$ cat src/design/cfcc_pkg.sv
package cfcc_pkg;

  // receive buffer size; longest accepted payload is three bytes shorter
  localparam int BufferBytes = 256;
  localparam int MaxPayload  = BufferBytes - 3;

  // crc-8 generator polynomial and start value
  localparam logic [7:0] CRC_POLY = 8'h31;
  localparam logic [7:0] CRC_INIT = 8'h00;

  // number of payload bytes that form the sync counter
  localparam int SyncBytes = 8;

  // frame phase, one-hot
  typedef enum logic [3:0] {
    PH_IDLE    = 4'b0001,
    PH_LEN     = 4'b0010,
    PH_PAYLOAD = 4'b0100,
    PH_CRC     = 4'b1000
  } phase_t;

  // result status codes
  typedef enum logic [1:0] {
    ST_OK         = 2'd0,
    ST_CRC_ERR    = 2'd1,
    ST_LEN_OVER   = 2'd2,
    ST_SYNC_SHORT = 2'd3
  } status_t;

  // one finished frame report
  typedef struct packed {
    status_t     status;
    logic [7:0]  command;
    logic [7:0]  payload_length;
    logic [7:0]  computed_crc;
    logic [7:0]  received_crc;
    logic [63:0] sync_value;
    logic        sync_updated;
    logic        sync_ever_loaded;
  } result_t;

  // byte-wide crc-8 update, msb first, no reflection
  function automatic logic [7:0] crc8_byte(input logic [7:0] crc, input logic [7:0] b);
    logic [7:0] c;
    c = crc ^ b;
    for (int k = 0; k < 8; k++) begin
      if (c[7]) begin
        c = {c[6:0], 1'b0} ^ CRC_POLY;
      end else begin
        c = {c[6:0], 1'b0};
      end
    end
    return c;
  endfunction

endpackage

$ cat src/design/cfcc_frame_parser.sv
module cfcc_frame_parser
  import cfcc_pkg::*;
(
  input  logic       clk,
  input  logic       rst,
  input  logic       step,
  input  logic [7:0] byte_value,
  input  logic       frame_start,
  input  logic [7:0] sync_opcode,
  output logic       res_valid,
  output result_t    res
);

  phase_t      phase, phase_next;
  logic [7:0]  held_command, held_command_next;
  logic [7:0]  held_length, held_length_next;
  logic [7:0]  payload_count, payload_count_next;
  logic [7:0]  running_crc, running_crc_next;
  logic [63:0] sync_shift, sync_shift_next;
  logic [63:0] sync_counter, sync_counter_next;
  logic        sync_flag, sync_flag_next;
  logic [7:0]  crc_upd;
  logic [8:0]  count_inc;

  assign crc_upd   = crc8_byte(running_crc, byte_value);
  assign count_inc = {1'b0, payload_count} + 9'd1;

  // frame state update and result on the crc byte
  always_comb begin
    phase_next         = phase;
    held_command_next  = held_command;
    held_length_next   = held_length;
    payload_count_next = payload_count;
    running_crc_next   = running_crc;
    sync_shift_next    = sync_shift;
    sync_counter_next  = sync_counter;
    sync_flag_next     = sync_flag;
    res_valid          = 1'b0;
    res.status         = ST_OK;
    res.sync_updated   = 1'b0;
    if (step) begin
      if (frame_start) begin
        held_command_next  = byte_value;
        held_length_next   = 8'd0;
        payload_count_next = 8'd0;
        sync_shift_next    = '0;
        running_crc_next   = crc8_byte(CRC_INIT, byte_value);
        phase_next         = PH_LEN;
      end else begin
        unique case (phase)
          PH_IDLE: begin
          end
          PH_LEN: begin
            held_length_next   = byte_value;
            running_crc_next   = crc_upd;
            payload_count_next = 8'd0;
            phase_next         = (byte_value == 8'd0) ? PH_CRC : PH_PAYLOAD;
          end
          PH_PAYLOAD: begin
            running_crc_next = crc_upd;
            if (int'(payload_count) < SyncBytes) begin
              sync_shift_next = {sync_shift[55:0], byte_value};
            end
            payload_count_next = count_inc[7:0];
            if (count_inc >= {1'b0, held_length}) begin
              phase_next = PH_CRC;
            end
          end
          PH_CRC: begin
            phase_next = PH_IDLE;
            res_valid  = 1'b1;
            if (int'(held_length) > MaxPayload) begin
              res.status = ST_LEN_OVER;
            end else if (running_crc != byte_value) begin
              res.status = ST_CRC_ERR;
            end else if (held_command == sync_opcode) begin
              if (int'(held_length) >= SyncBytes) begin
                sync_counter_next = sync_shift;
                sync_flag_next    = 1'b1;
                res.sync_updated  = 1'b1;
              end else begin
                res.status = ST_SYNC_SHORT;
              end
            end
          end
          default: begin
            phase_next = PH_IDLE;
          end
        endcase
      end
    end
    res.command          = held_command;
    res.payload_length   = held_length;
    res.computed_crc     = running_crc;
    res.received_crc     = byte_value;
    res.sync_value       = sync_counter_next;
    res.sync_ever_loaded = sync_flag_next;
  end

  // frame state registers
  always_ff @(posedge clk) begin
    if (rst) begin
      phase         <= PH_IDLE;
      held_command  <= 8'd0;
      held_length   <= 8'd0;
      payload_count <= 8'd0;
      running_crc   <= 8'd0;
      sync_shift    <= '0;
      sync_counter  <= '0;
      sync_flag     <= 1'b0;
    end else begin
      phase         <= phase_next;
      held_command  <= held_command_next;
      held_length   <= held_length_next;
      payload_count <= payload_count_next;
      running_crc   <= running_crc_next;
      sync_shift    <= sync_shift_next;
      sync_counter  <= sync_counter_next;
      sync_flag     <= sync_flag_next;
    end
  end

endmodule

$ cat config.mk
export PLATFORM = sky130hd
export DESIGN_NAME = cfcc_frame_parser
export DESIGN_NICKNAME = d
export VERILOG_FILES = /design/src/design/cfcc_pkg.sv /design/src/design/cfcc_frame_parser.sv
export SDC_FILE = /design/constraint.sdc
export NUM_CORES = 1
export LEC_CHECK = 0
export ABC_CLOCK_PERIOD_IN_PS = 3000
export BUFFER_PORTS_ARGS = -buffer_cell sky130_fd_sc_hd__buf_2
export CORE_UTILIZATION = 35
export DETAILED_ROUTE_END_ITERATION = 7
export SKIP_LAST_GASP = 1
export SLEW_MARGIN = 20
export SYNTH_ARGS = -nofsm -noshare
export SYNTH_HDL_FRONTEND = slang
export SYNTH_SLANG_ARGS = --single-unit
$ cat constraint.sdc
create_clock -name clk -period 3 [get_ports clk]
set_input_delay 0.45 -clock clk [delete_from_list [all_inputs] [get_ports clk]]
set_output_delay 0.45 -clock clk [all_outputs]
set_load 0.02 [all_outputs]
==> results.md <==
- Crit Path Category: reg2out
- Die width: 149.5 um
- Final hold viol count: 0
- Layout cells sized above 1: about a third
- CTS root buf: clkbuf_16
- Dpl ws: around 130 ps
- Worst-case clock buffer depth: 2
- Clock Skew: 15.79 ps
- DR vias/cell: 5.304
- Post-Syn Nets: roughly 900
- Status: finished clean
- TritonRoute pass-1 iters: 5
- CP endpoint kind: output pin
- Sequential area share after synthesis: 43.39%
- Initial Utilization: between 30% and 40%
- GR Overflow Total: 0
- Initial antenna violation count: 0
- Ant diodes: 0
- FP Rows: 53
- Worst-skew pair later-pin latency: 440 ps
- Hold slack: roughly 450 ps
- Post-synth EDFFs: 0
- Syn Area/Cell: around 8.6 um2
- Full die area: 22350 um2
- Max-cap check violation count: 0
- Placed cells: 1231
- Worst path required time: 2550 ps
- Ys Warns: 0
- Worst slew margin: approximately 50%
- Tot GR Track Use: about 20%
- Setup repair after global routing missed its margin: true
- Synth Cell Area: 7614 um2
- Synth Instances: 885
- Tmin final: 2961 ps
- CTS tree: done
- First-pass GRT wire length: 33.88 mm
- Fin nets: 1028
- Drc violations: 0
- Most common cell after layout, fill and taps aside: dfxtp_1
- Number of global-route vias before repair: a little over 6000
- Buffers on Ports: 120
- Antenna viol nets, final: 0
- Vias: 6826
- Hold crit path type: in2reg
- Final setup violation count: 0
- Final WS setup: 39.38 ps
- Area growth, synth to finish: 27.81%
- H-tree Lvls: 4
- Top delay family on crit path: simple AND/OR/NAND/NOR gates
- Buf+Inv Stages, Crit Path: 2
- Max Freq: 337.8 MHz
- Commonest non-fill, non-tap cells in the layout: 148 x dfxtp_1, 90 x nor2_1, 88 x buf_2, 85 x nand2_1, 85 x a21oi_1
- Final core occ: 46.00%
- Dpl hpwl: 13.63 mm
- Final Wtd Congestion: between 0.8 and 0.9
- Static leakage: 4.127 nW
- Slew Limit Fails: 0
- Non-filler cells, final: 1287
- Critical-path cell list: xor2_1 -> nand4b_1 -> or4_4 -> buf_12 -> o21ai_2 -> nand2_1 -> buf_4
- CP Data Arrival Time: 2510 ps
- CTS sink count: about 170
- Critical Path Source Type: flip-flop
- Most used flip-flop cell after synthesis: dfxtp_1
- Initial drt markers: 465
- Floorplan core area: between 20000 and 25000 um2
- PwrDens: between 500 and 600 nW/um2
- Max Fanout on Critical Path: 16
- Post-synth ARST share: 0%
- Largest net degree at the start of global routing: 106
- Worst slew pin tran: 736.5 ps
- Clock Pin Slew Worst Setup and Hold Paths: 70 ps
- TritonCTS buffer count: 17
- Fin crit share: between 90% and 100%
- #FFs+latches synth: roughly 170
- Worst path slowest cell: or4_4
- Cell variety after synth: 47
- CP peak stage delay: 700 ps
- Routed WL: 23.03 mm
- Die Ht: 149.5 um
- I/O Pins: approximately 120
- Fill cells: 2035
- Peak VDD IR: 0.3917 mV
- Wire per inst: 17.89 um
==> report_power, final <==
part	total, mW	internal [mW]	switching (mW)
combinational	0.443	0.190	0.253
clock	2.28	1.28	1.00
sequential	2.24	2.21	0.0294
==> through the flow <==
stage / power (mW) / TNS, ps / instance area, um2
2_1_floorplan: 2.585 / 0 / 7614
3_3_place_gp: 2.703 / 0 / 8467
3_5_place_dp: 2.707 / 0 / 8467
4_1_cts: 4.977 / -351.0 / 9180
5_1_grt: 5.123 / -1155 / 9731
6_report: 4.961 / 0 / 9731
==> registers in the layout, summed over array words and instances (netlist names) <==
register / count
running_crc: 8
held_command: 8
payload_count: 8
sync_counter: 64
phase: 4
sync_shift: 64
held_length: 8
sync_flag: 1
==> final timing paths <==
kind / from / endpoint / depth (start not counted) / slack, ps
worst min-delay path: byte_value[0] / held_command[0]$_SDFFE_PP0P_ / 4 / 450
worst max-delay path: running_crc[4]$_SDFFE_PP0P_ / res[51] / 7 / 40
worst min register to register: sync_flag$_SDFF_PP0_ / sync_flag$_SDFF_PP0_ / 2 / 460
worst max register to register: payload_count[0]$_SDFFE_PP0P_ / phase[3]$_SDFFE_PP0P_ / 10 / 600
==> area by class of cell <==
class	instances	area (um2)	share of cell area [%]
multi-input cells	627	3958	40.67
flip-flops and latches	165	3339	34.32
repair buffers	177	1445	14.85
clock buffers	18	439.2	4.513
well taps	275	344.1	3.536
clock inverters	14	163.9	1.684
inverters	11	41.29	0.4243
==> synth_stat cells, types with 3 or more instances <==
cell type	number	share of area (%)
and2_1	4	0.33
a21o_1	5	0.49
inv_1	11	0.54
ha_1	9	1.5
or3_1	7	0.58
nor2_1	92	4.5
nand3_1	70	4.6
o21ai_2	59	6.8
nand2b_1	4	0.33
nor3_1	6	0.39
nor2b_1	5	0.41
nor4_1	4	0.33
nand3b_1	5	0.49
buf_6	13	1.9
a21oi_1	85	5.6
or4_1	3	0.30
buf_4	15	1.5
xor2_1	10	1.2
dfxtp_1	165	43
nand4_1	7	0.58
a22oi_1	75	7.4
and3_1	3	0.25
xnor2_1	34	3.9
buf_2	18	1.2
clkbuf_1	39	1.9
nand2_1	94	4.6
o21ai_0	12	0.79
a211oi_1	5	0.49
==> repair_timing <==
action,in CTS,in global routing
gates resized for setup,13,89
setup buffers,6,3
hold buffers,0,0
endpoints found under the setup margin,62,66
cloned,2,13
pin swaps,6,13
==> layer usage <==
layer	vias to the layer above	global-route usage, %	share of wire, %
li1	3347	-	-
met1	3265	27.25	46
met2	189	30.76	47
met3	25	3.720	5.0
met4	0	5.918	1.6
met5	-	0	0
==> cells by family (layout without fill, tap and decap cells) <==
family / Yosys count / count (layout) / synth area share (%)
AO/OA/AOI/OAI: 253 / 253 / 22.86
XOR/XNOR: 48 / 48 / 6.179
adder cells (fa/ha/maj): 9 / 9 / 1.479
buffers and inverters: 96 / 220 / 7.050
flip-flops: 165 / 165 / 43.39
multiplexers: 2 / 2 / 0.2630
AND/OR/NAND/NOR: 312 / 315 / 18.78
==> worst reg2reg max path, cell delays in order (launching register included) <==
cell	delay [ps]
dfxtp_1	410
ha_1	250
and3_1	250
nand3_1	190
xnor2_1	180
ha_1	310
a21o_1	170
nand2_1	60
o2111a_1	150
o31ai_1	100
a22o_1	210
(Power assumes the default switching activity.)
